--- src/design/fdh_pkg.sv ---
// Shared types and constants for the hash lookup core.
`default_nettype none
package fdh_pkg;
  localparam logic [31:0] FNV_OFFSET = 32'd2166136261;
  localparam logic [31:0] FNV_PRIME = 32'd16777619;
  localparam logic REQ_WRITE = 1'b0;
  localparam logic REQ_LOOKUP = 1'b1;

  typedef enum logic [3:0] {
    ST_CLEAR, ST_IDLE, ST_HASH, ST_MOD1, ST_RD, ST_CHK, ST_STEP, ST_MOD2, ST_DONE
  } state_t;

  typedef struct packed {
    logic start;
    logic busy;
  } mod_ctl_t;
endpackage
`default_nettype wire

--- src/design/fdh_mod.sv ---
// Restoring modulo unit, one quotient bit per cycle.
`default_nettype none
module fdh_mod #(
  parameter int DW = 33,
  parameter int MW = 17
) (
  input  wire logic          clk,
  input  wire logic          rst,
  input  wire logic          start,
  input  wire logic [DW-1:0] dividend,
  input  wire logic [MW-1:0] divisor,
  output fdh_pkg::mod_ctl_t  ctl,
  output logic [MW-1:0]      remainder
);
  localparam int CW = $clog2(DW + 1);
  logic [DW-1:0] shreg;
  logic [MW:0] rem;
  logic [CW-1:0] cnt;
  logic [MW:0] trial;

  assign trial = {rem[MW-1:0], shreg[DW-1]};
  assign remainder = rem[MW-1:0];
  assign ctl.start = start;
  assign ctl.busy = (cnt != '0);

  always_ff @(posedge clk) begin
    if (rst) begin
      cnt <= '0;
    end else if (start) begin
      cnt <= CW'(DW);
      shreg <= dividend;
      rem <= '0;
    end else if (cnt != '0) begin
      cnt <= cnt - 1'b1;
      shreg <= {shreg[DW-2:0], 1'b0};
      if (trial >= {1'b0, divisor}) rem <= trial - {1'b0, divisor};
      else rem <= trial;
    end
  end
endmodule
`default_nettype wire

--- config.mk ---
export PLATFORM = sky130hd
export DESIGN_NAME = fdh_mod
export DESIGN_NICKNAME = d
export VERILOG_FILES = /design/src/design/fdh_pkg.sv /design/src/design/fdh_mod.sv
export SDC_FILE = /design/constraint.sdc
export NUM_CORES = 1
export LEC_CHECK = 0
export ABC_AREA = 0
export ABC_CLOCK_PERIOD_IN_PS = 5290
export BUFFER_PORTS_ARGS = -buffer_cell sky130_fd_sc_hd__buf_2
export CORE_UTILIZATION = 45
export CTS_CLUSTER_SIZE = 28
export DETAILED_ROUTE_END_ITERATION = 8
export HOLD_SLACK_MARGIN = 0.02
export PLACE_DENSITY_LB_ADDON = 0.2
export SETUP_SLACK_MARGIN = 0.2
export SLEW_MARGIN = 20
export SYNTH_ARGS = -nofsm -noshare
export SYNTH_HDL_FRONTEND = slang
export SYNTH_SLANG_ARGS = --single-unit
export TNS_END_PERCENT = 20
--- constraint.sdc ---
create_clock -name clk -period 5.29 [get_ports clk]
set_clock_uncertainty 0.05 [all_clocks]
set_input_delay 0 -clock clk [delete_from_list [all_inputs] [get_ports clk]]
set_output_delay 0 -clock clk [all_outputs]
set_load 0.01 [all_outputs]
==> results of run 1 <==
## flip-flops by register name, summed over array words and instances, names as in the netlist
signal  cells
cnt         6
rem        17
shreg      33
## metal layers
layer,GRT usage [%],vias to the layer above
met1,25.2,1205
met3,4.05,2
met4,4.62,0
met2,32.7,63
met5,0,-
li1,-,1323
## power by group
part / internal, W / switching [W]
registers: 0.000559 / 0.0000316
logic: 0.000221 / 0.000259
clock network: 0.0000950 / 0.000146
## cells by family after synthesis
group                    Yosys count
multiplexers                      41
AO/OA/AOI/OAI                     65
XOR/XNOR                          14
flip-flops                        56
AND/OR/NAND/NOR                   71
adder cells (fa/ha/maj)           19
buffers and inverters             33
## through the flow
step / power, W / cells / hold slack, ps / util, % / setup WS [ps]
floorplan: 0.000944 / 299 / 19.1 / - / 1480
global placement: 0.00105 / 459 / 240 / 54.4 / 2320
detailed placement: 0.00106 / 459 / 243 / 54.4 / 2260
CTS: 0.00132 / 501 / 87.4 / 60.5 / 2240
global route: 0.00139 / 501 / 92.2 / 60.5 / 1960
finish: 0.00131 / 501 / 96.0 / 60.5 / 2230
## critical path: cells and delay by family (launching register included)
family	cells	cell delay, ps
muxes	1	200
adders and majority gates	2	410
DFF	1	360
and+or+nand+nor	1	50
AOI/OAI and AO/OA	4	1270
buffers and inverters	3	460
## worst paths after layout
| check | end | from |
|---|---|---|
| worst max-delay path | rem[3]$_SDFFCE_PP0P_ | shreg[32]$_DFFE_PP_ |
| worst min-delay path | rem[0]$_SDFFCE_PP0P_ | divisor[0] |
| worst max register to register | rem[3]$_SDFFCE_PP0P_ | shreg[32]$_DFFE_PP_ |
| worst min register to register | cnt[1]$_SDFFE_PP0P_ | cnt[1]$_SDFFE_PP0P_ |
## cells in the final DEF, fill, tap and decap left out, types with 2 or more instances in the layout
| cell type | count |
|---|---|
| and2_1 | 3 |
| nor2_1 | 24 |
| o21bai_1 | 2 |
| o211ai_1 | 2 |
| nand4_1 | 3 |
| nand2_1 | 19 |
| buf_4 | 3 |
| nand3_1 | 3 |
| mux2_2 | 32 |
| a21oi_1 | 24 |
| xnor2_1 | 12 |
| xor2_1 | 2 |
| buf_2 | 71 |
| clkbuf_8 | 5 |
| mux2i_1 | 9 |
| nor3_1 | 9 |
| a21o_1 | 3 |
| or2_2 | 2 |
| nor4_1 | 3 |
| ha_1 | 18 |
| dfxtp_1 | 6 |
| o21ai_0 | 8 |
| dlygate4sd3_1 | 34 |
| inv_1 | 23 |
| edfxtp_1 | 50 |
| a211oi_1 | 10 |
| o21ai_1 | 2 |
## area by class of cell
class | instances | area, µm²
fill | 602 | 2740
clock buffer | 6 | 72.6
tap | 96 | 120
timing repair buffer | 108 | 718
clock inverter | 2 | 13.8
multi-input combinational | 210 | 1570
inverter | 23 | 86.3
sequential | 56 | 1620
## repair_timing
item,CTS,global route
hold endpoints to repair,39,0
hold buffers,34,0
buffers inserted,0,0
==> impl_results.md, run 1 <==
- Net Count, Synth: 371
- Syn Inst Count: ~300
- Critical-path cell list: inv_1 > ha_1 > inv_1 > fa_1 > a211oi_1 > o311ai_1 > a311oi_1 > o21ai_1 > buf_4 > mux2i_1 > nor2_1
- Max cap viols: 0
- DPL Wire Length: 4.72 mm
- Worst setup SP type: flip-flop
- Hold Crit Depth: 3
- Post-Synth Simple-Gate Area: between 9 and 10%
- DR DRC count: 0
- Htree depth: 2
- I/O pin count: 72
- Die Span Y: ~88 µm
- CTS resizes: 0
- Master of the slowest instance on the critical path: o21ai_1
- Slew headroom: about a third
- Worst slew pin tran: 981 ps
- Final Max Slew Viols: 0
- Xor/xnor share of the synthesized area: approximately 3.7%
- # diodes: 0
- Clk buf depth: 2
- Final cycle utilization of the critical path: just under 60%
- TritonRoute pass-1 iters: 4
- Critical path type: flip-flop to flip-flop
- Die area: ~7700 µm²
- Synth unique cells: 47
- Number of I/O port buffers: 71
- Top post-synthesis cells by area: edfxtp_1 45%, mux2_2 11%, ha_1 6.8%, a21oi_1 3.8%, dfxtp_1 3.6%
- Data required time at the worst endpoint: 5290 ps
- FP Rows: 30
- Routed WL: just over 7 mm
- Vias per cell: 5.18
- Flops & latches, synth: 56
- Flop2flop setup slack: approximately 2200 ps
- Endpoints failing setup: 0
- Post-synth EDFFs: 50
- Initial antenna violation count: 0
- Final Net Count: about 480
- Leakage: 1.76 nW
- Post-synth top cells: 50 x edfxtp_1, 32 x mux2_2, 25 x a21oi_1
- Worst Path Arrival: a little over 3000 ps
- TNS Setup: 0 ps
- Clock slew at reported path FFs: 110 ps
- CTS tree: done
- Routed Antenna Nets: 0
- Power per cell area: around 310 nW/µm²
- Routed length on met2: between 3 and 4 mm
- WL met3: between 300 and 400 µm
- Die X: just under 90 µm
- Reg2Reg Depth: 11
- Max stage delay on crit path: between 700 and 800 ps
- VDD IR max: about 0.16 mV
- Top sig layer: met4
- Pin count of the biggest net entering global routing: 55
- Max Clock Freq: ~330 MHz
- Most common cell in the netlist: edfxtp_1
- First-pass GRT wire length: 11.3 mm
- Via count: 2593
- Compound-cell area share of the yosys netlist: 12.4%
- Root Driver: clkbuf_8
- Yosys warns: 0
- Clk sinks: 56
- CP Capture Type: flip-flop
- Fraction of the yosys area taken by sequential cells: approximately 49%
- Portion of netlist area occupied by mux cells: 13.6%
- Final Instance Area: 4200 µm²
- CTS buffer count: 5
- Most frequent CP cell: inv_1
- Worst hold path class: input pin to flip-flop
- GPL Wtd Cong: between 0.8 and 0.9
- Share of layout cells above drive strength 1: between 20 and 30%
- Mapped Area: approximately 3300 µm²
- GRT overflow: 0
- Dominant cell type by area after synthesis: edfxtp_1
- WL per Instance: approximately 14 µm
- Outcome: completed
- Cell Area, Placed: around 3800 µm²
- Unrepaired setup endpoints after global routing: false
- Placeable Area: between 6000 and 7000 µm²
- Final Hold Vio Count: 0
- Clk_lat worst skew: around 310 ps
- Initial DRC count: about 100
- Crit path time final: 3060 ps
- Main combinational cell family by area after synthesis: multiplexers
- Synth Area in Adders: under 10%
- Synth top area share: a little under half
- Crit-path max FO: 10
- Syn avg cell area: around 11 µm²
- Vias in the first global route: approximately 2500
- Met1 wire length: ~3.3 mm
- Area delta synth->final: 26.4%
- Post-synth top flop: edfxtp_1
- Total Routing Usage GR: roughly a fifth
- Starting density of the core: a little under half
- Async set-reset flop share out of synthesis: 0%
(Power assumes the default switching activity.)
==> run 2: changes to the inputs <==
--- a/config.mk
+++ b/config.mk
@@ -6,7 +6,7 @@
 export NUM_CORES = 1
 export LEC_CHECK = 0
 export ABC_AREA = 0
-export ABC_CLOCK_PERIOD_IN_PS = 5290
+export ABC_CLOCK_PERIOD_IN_PS = 2700
 export BUFFER_PORTS_ARGS = -buffer_cell sky130_fd_sc_hd__buf_2
 export CORE_UTILIZATION = 45
 export CTS_CLUSTER_SIZE = 28
==> constraint.sdc (replaced) <==
create_clock -name clk -period 2.7 [get_ports clk]
set_clock_uncertainty 0.05 [all_clocks]
set_input_delay 0 -clock clk [delete_from_list [all_inputs] [get_ports clk]]
set_output_delay 0 -clock clk [all_outputs]
set_load 0.01 [all_outputs]
==> run 2 against run 1 <==
Setup slack worse by 2100 ps. Largest cell class is now multi-input gates. Critical endpoint is now rem[9]$_SDFFCE_PP0P_. Global-route usage is 0.078 points lower. Critical path depth is 3 lower.
==> impl_results.md, run 2 (synthesis results as in run 1) <==
- Number of I/O port buffers: 71
- Htree depth: 2
- Cell Area, Placed: around 3800 µm²
- Post-route insts no fill: ~510
- Vias per cell: between 5 and 6
- Flop2flop setup slack: about 160 ps
- Final Net Count: 486
- Die area: 7730 µm²
- CP Capture Type: flip-flop
- FP Rows: 30
- CTS tree: done
- Hold Crit Depth: 3
- Total Routing Usage GR: 19.2%
- Final cycle utilization of the critical path: 94.0%
- Critical-path cell list: ha_1 > nand2_1 > o21ai_1 > o2111ai_1 > o21ai_2 > buf_6 > mux2i_1 > nor2_1
- Min-Delay Startpoint: start
- Routed Antenna Nets: 0
- Clk_lat worst skew: 310 ps
- Worst Path Arrival: roughly 2500 ps
- First-pass GRT wire length: ~11 mm
- Gate power share: 38.9%
- Root Driver: clkbuf_8
- Max cap viols: 0
- Share of power burned in registers: a little over two fifths
- Worst hold endpoint: cnt[5]$_SDFFE_PP0N_
- Vias in the first global route: approximately 2500
- Placeable Area: 6940 µm²
- Pre-CTS setup slack: a little over 70 ps
- TNS Setup: 0 ps
- Critical path type: flip-flop to flip-flop
- I/O pin count: 72
- Final Max Slew Viols: 0
- Via count: 2648
- Power per cell area: ~610 nW/µm²
- Crit path time final: between 2000 and 3000 ps
- Crit-path max FO: 7
- DPL Wire Length: about 4.8 mm
- Top delay family on crit path: compound AO/OA/AOI/OAI gates
- Area delta synth->final: 31.0%
- Master of the slowest instance on the critical path: edfxtp_1
- Clk network pwr share: about 18%
- Max stage delay on crit path: ~470 ps
- Commonest non-fill, non-tap cell in the layout: buf_2
- Reg-to-Reg Start: rem[11]$_SDFFCE_PP0P_
- Switching part of the total: 33.5%
- Top flop regs: shreg (33), rem (17), cnt (6)
- Final Instance Area: 4350 µm²
- Starting density of the core: approximately 48%
- Final Hold Vio Count: 0
- Max reg flops: 33
- Data required time at the worst endpoint: between 2000 and 3000 ps
- Initial DRC count: ~140
- Die Span Y: a little under 90 µm
- Clk sinks: 56
- Psw: about 0.0009 W
- Setup WS post-layout: around 160 ps
- DR DRC count: 0
- Most frequent cells in the layout: 72 x buf_2, 50 x edfxtp_1, 34 x dlygate4sd3_1, 32 x mux2_2, 24 x nor2_1
- Worst slew pin tran: 622 ps
- GRT overflow: 0
- Endpoints failing setup: 0
- Die X: 87.9 µm
- Unrepaired setup endpoints after global routing: true
- WL per Instance: 14.2 µm
- TritonRoute pass-1 iters: 4
- GPL Wtd Cong: around 0.86
- Outcome: completed
- Routed WL: roughly 7.3 mm
- VDD IR max: around 0.29 mV
- # fillers: 593
- Leakage: 1.83 nW
- Largest Register: shreg
- Dpl cells: roughly 460
- Internal: 0.00178 W
- Min Hold Slack: approximately 39 ps
- Slew headroom: 58.5%
- Reg2Reg Depth: 8
- Share of layout cells above drive strength 1: between 30% and 40%
- Worst hold path class: input pin to flip-flop
- R2R Path End: rem[9]$_SDFFCE_PP0P_
- Clock slew at reported path FFs: between 100 and 150 ps
- Clk buf depth: 2
- Pin count of the biggest net entering global routing: 54
- # diodes: 0
- Initial antenna violation count: 0
- Worst setup SP type: flip-flop
- CTS buffer count: 5
- Worst path bufs/invs: 1
- Max Clock Freq: between 300 and 400 MHz
## run 2: changes by cell type in the layout (fill, tap and decap cells not counted), moves of 2 or more
cell	change
inv_2	+2
a211oi_2	+2
a211oi_1	-2
buf_4	+5
buf_6	+3
inv_1	-2
## run 2: area by class of cell
type | instances | area [µm²] | share of cell area [%]
repair buffers | 118 | 815 | 18.7
well taps | 96 | 120 | 2.76
inverters | 23 | 86.3 | 1.98
clock buffers | 6 | 72.6 | 1.67
multi-input cells | 210 | 1630 | 37.3
flip-flops and latches | 56 | 1620 | 37.2
clock inverters | 2 | 13.8 | 0.316
## run 2: through the flow
| stage | util (%) | power, W |
|---|---|---|
| final | 62.7 | 0.00267 |
| after global routing | 62.7 | 0.00283 |
| after CTS | 61.5 | 0.00262 |
| after detailed placement | 54.9 | 0.00208 |
| after global placement | 54.9 | 0.00207 |
| after floorplan | - | 0.00185 |
## run 2: power groups by stage
stage / combinational (W) / clock (W) / sequential, W
after global placement: 0.000896 / 0 / 0.00117
after floorplan: 0.000664 / 0 / 0.00118
after detailed placement: 0.000908 / 0 / 0.00118
final: 0.00104 / 0.000476 / 0.00116
after global routing: 0.00115 / 0.000513 / 0.00117
after CTS: 0.000975 / 0.000491 / 0.00116
## run 2: per-layer routing
layer	global-route usage, %	share of wire [%]	up-vias
li1	-	-	1333
met1	25.8	47	1242
met2	32.5	48	65
met3	3.20	4.0	8
met4	4.32	0.92	0
met5	0	0	-
## run 2: repair_timing
item,CTS,global route
resized for setup,4,15
cloned,2,1
hold endpoints to repair,39,0
hold buffers,34,0
pin swaps,3,4
setup buffers,1,3
endpoints found under the setup margin,17,17
## run 2: worst max-delay path by stage
stage / end / cells past startpoint / start / slack [ps]
6_report: rem[9]$_SDFFCE_PP0P_ / 8 / rem[11]$_SDFFCE_PP0P_ / 160
4_1_cts: rem[5]$_SDFFCE_PP0P_ / 11 / shreg[32]$_DFFE_PP_ / 120
5_1_grt: rem[3]$_SDFFCE_PP0P_ / 8 / rem[11]$_SDFFCE_PP0P_ / 30
2_1_floorplan: rem[14]$_SDFFCE_PP0P_ / 12 / shreg[32]$_DFFE_PP_ / 270
3_5_place_dp: rem[4]$_SDFFCE_PP0P_ / 11 / shreg[32]$_DFFE_PP_ / 70
3_3_place_gp: rem[1]$_SDFFCE_PP0P_ / 10 / shreg[32]$_DFFE_PP_ / 160
## run 2: worst register-to-register path: stages, from the launching register on
cell       delay (ps)
edfxtp_1          470
ha_1              430
nand2_1           100
o21ai_1           250
o2111ai_1         220
o21ai_2           320
buf_6             190
mux2i_1           200
nor2_1             60
==> run 3: changes to the inputs <==
--- a/config.mk
+++ b/config.mk
@@ -9,11 +9,11 @@
 export ABC_CLOCK_PERIOD_IN_PS = 2700
 export BUFFER_PORTS_ARGS = -buffer_cell sky130_fd_sc_hd__buf_2
 export CORE_UTILIZATION = 45
-export CTS_CLUSTER_SIZE = 28
+export CTS_CLUSTER_SIZE = 8
 export DETAILED_ROUTE_END_ITERATION = 8
 export HOLD_SLACK_MARGIN = 0.02
 export PLACE_DENSITY_LB_ADDON = 0.2
-export SETUP_SLACK_MARGIN = 0.2
+export SETUP_SLACK_MARGIN = 0.1
 export SLEW_MARGIN = 20
 export SYNTH_ARGS = -nofsm -noshare
 export SYNTH_HDL_FRONTEND = slang
==> run 3 against run 2 <==
Global-route usage fell by 0.50 points. Final cell count is 0.20% lower. Register-to-register slack worse by 20 ps. First-iteration DRC count rose by 1.5%. Non-clock buffer count fell by 1. Sequential share of layout area is 0.18 points higher. Highest routed layer unchanged. Largest cell class is now flip-flops and latches. Critical path depth is 2 higher. Via count fell by 0.79%.
==> impl_results.md, run 3 (synthesis results as in run 1) <==
- I/O pin count: between 70 and 80
- Final cycle utilization of the critical path: a little over nine tenths
- Data required time at the worst endpoint: 2690 ps
- Via count: roughly 2600
- Max stage delay on crit path: approximately 420 ps
- Starting density of the core: between 40% and 50%
- Pin count of the biggest net entering global routing: between 50 and 60
- Critical path type: flip-flop to flip-flop
- Clk_lat worst skew: about 310 ps
- # diodes: 0
- Max reg flops: 33
- GRT overflow: 0
- Clock slew at reported path FFs: around 110 ps
- Share of layout cells above drive strength 1: about 33%
- Worst path bufs/invs: 2
- Slew headroom: 56.4%
- WL met3: approximately 300 µm
- Die Span Y: roughly 88 µm
- VDD IR max: about 0.29 mV
- Vias in the first global route: 2476
- Htree depth: 2
- Initial DRC count: between 100 and 150
- Worst setup SP type: flip-flop
- WL per Instance: around 14 µm
- Final Net Count: roughly 490
- Worst hold path class: input pin to flip-flop
- Top sig layer: met4
- CTS tree: done
- Post-route insts no fill: 510
- Reg2Reg Depth: 10
- TNS Setup: 0 ps
- CTS buffer count: 5
- Clk buf depth: 2
- Commonest non-fill, non-tap cell in the layout: buf_2
- Placeable Area: around 6900 µm²
- TritonRoute pass-1 iters: 4
- Critical-path cell list: inv_2 > ha_4 > inv_2 > fa_2 > a211oi_2 > o311ai_2 > a311oi_2 > o21a_2 > mux2i_1 > nor2_1
- Crit path time final: roughly 2600 ps
- Met1 wire length: around 3.4 mm
- First-pass GRT wire length: about 11 mm
- DR DRC count: 0
- Final Hold Vio Count: 0
- Vias per cell: roughly 5.2
- Final Max Slew Viols: 0
- Die X: about 88 µm
- Most frequent CP cell: inv_2
- Hold Crit Depth: 3
- Worst slew pin tran: around 650 ps
- Top flop regs: shreg (33), rem (17), cnt (6)
- Worst Path Arrival: 2550 ps
- Endpoints failing setup: 0
- Max Clock Freq: ~400 MHz
- Min Hold Slack: 33.8 ps
- Crit. path cell count: 10
- CP Capture Type: flip-flop
- Routed WL: 7.24 mm
- Total Routing Usage GR: a little under a fifth
- Power per cell area: roughly 600 nW/µm²
- Master of the slowest instance on the critical path: fa_2
- DPL Wire Length: between 4 and 5 mm
- Die area: 7730 µm²
- Crit-path max FO: 5
- Routed length on met2: 3.48 mm
- Routed Antenna Nets: 0
- Unrepaired setup endpoints after global routing: true
- FP Rows: 30
- Root Driver: clkbuf_8
- Leakage: 1.82 nW
- Outcome: completed
- GPL Wtd Cong: 0.863
- Area delta synth->final: 30.4%
- Top delay family on crit path: compound AO/OA/AOI/OAI gates
- Most frequent cells in the layout: 71 x buf_2, 50 x edfxtp_1, 34 x dlygate4sd3_1, 32 x mux2_2
- Initial antenna violation count: 0
- Max cap viols: 0
- Dpl cells: between 400 and 500
- Clk sinks: 56
- Number of I/O port buffers: approximately 70
- Largest Register: shreg
[run 3: cell types whose count changed in the layout (fill, tap and decap cells not counted), sizes merged]
cell and delta:
buf -1
[run 3: worst reg2reg max path, stage by stage, from the launching register on]
cell,delay [ps]
edfxtp_1,410
inv_2,80
ha_4,130
inv_2,40
fa_2,420
a211oi_2,240
o311ai_2,120
a311oi_2,290
o21a_2,250
mux2i_1,210
nor2_1,60
[run 3: repair_timing]
item / 4_1_cts / 5_1_grt
gates cloned: 0 / 2
setup endpoints to repair: 12 / 17
gates resized for setup: 2 / 14
hold endpoints to repair: 39 / 0
hold buffers: 34 / 0
pin swaps: 2 / 8
setup buffers: 0 / 4
[run 3: final timing paths]
| kind | to | start | slack (ps) |
|---|---|---|---|
| hold reg to reg | cnt[1]$_SDFFE_PP0P_ | cnt[1]$_SDFFE_PP0P_ | 500 |
| setup reg to reg | rem[1]$_SDFFCE_PP0P_ | shreg[32]$_DFFE_PP_ | 140 |
| setup / recovery | rem[1]$_SDFFCE_PP0P_ | shreg[32]$_DFFE_PP_ | 140 |
| hold / removal | cnt[5]$_SDFFE_PP0N_ | start | 30 |
[run 3: where the power goes]
group / switching (W) / total [W] / internal, W
Sequential: 0.0000628 / 0.00116 / 0.00109
Clock: 0.000292 / 0.000478 / 0.000186
Combinational: 0.000530 / 0.00102 / 0.000488
Total: 0.000885 / 0.00265 / 0.00177
[run 3: layout make-up]
type	instances	area, µm²
timing repair buffer	117	802
clock buffer	6	72.6
sequential	56	1620
multi-input combinational	210	1620
fill	598	2610
tap	96	120
clock inverter	2	13.8
inverter	23	86.3
[run 3: stage by stage]
stage          total power, W  util [%]  setup WS, ps  instance area, µm²
2_1_floorplan         0.00185         -           269                3330
3_3_place_gp          0.00207      54.9           159                3810
3_5_place_dp          0.00208      54.9          72.2                3810
4_1_cts               0.00260      61.1           101                4240
5_1_grt               0.00281      62.4          37.4                4330
6_report              0.00265      62.4           145                4330
[run 3: routing by layer]
metal,vias to the layer above,GRT usage [%]
li1,1334,-
met1,1224,25.2
met2,64,31.4
met3,5,3.20
met4,0,4.32
met5,-,0
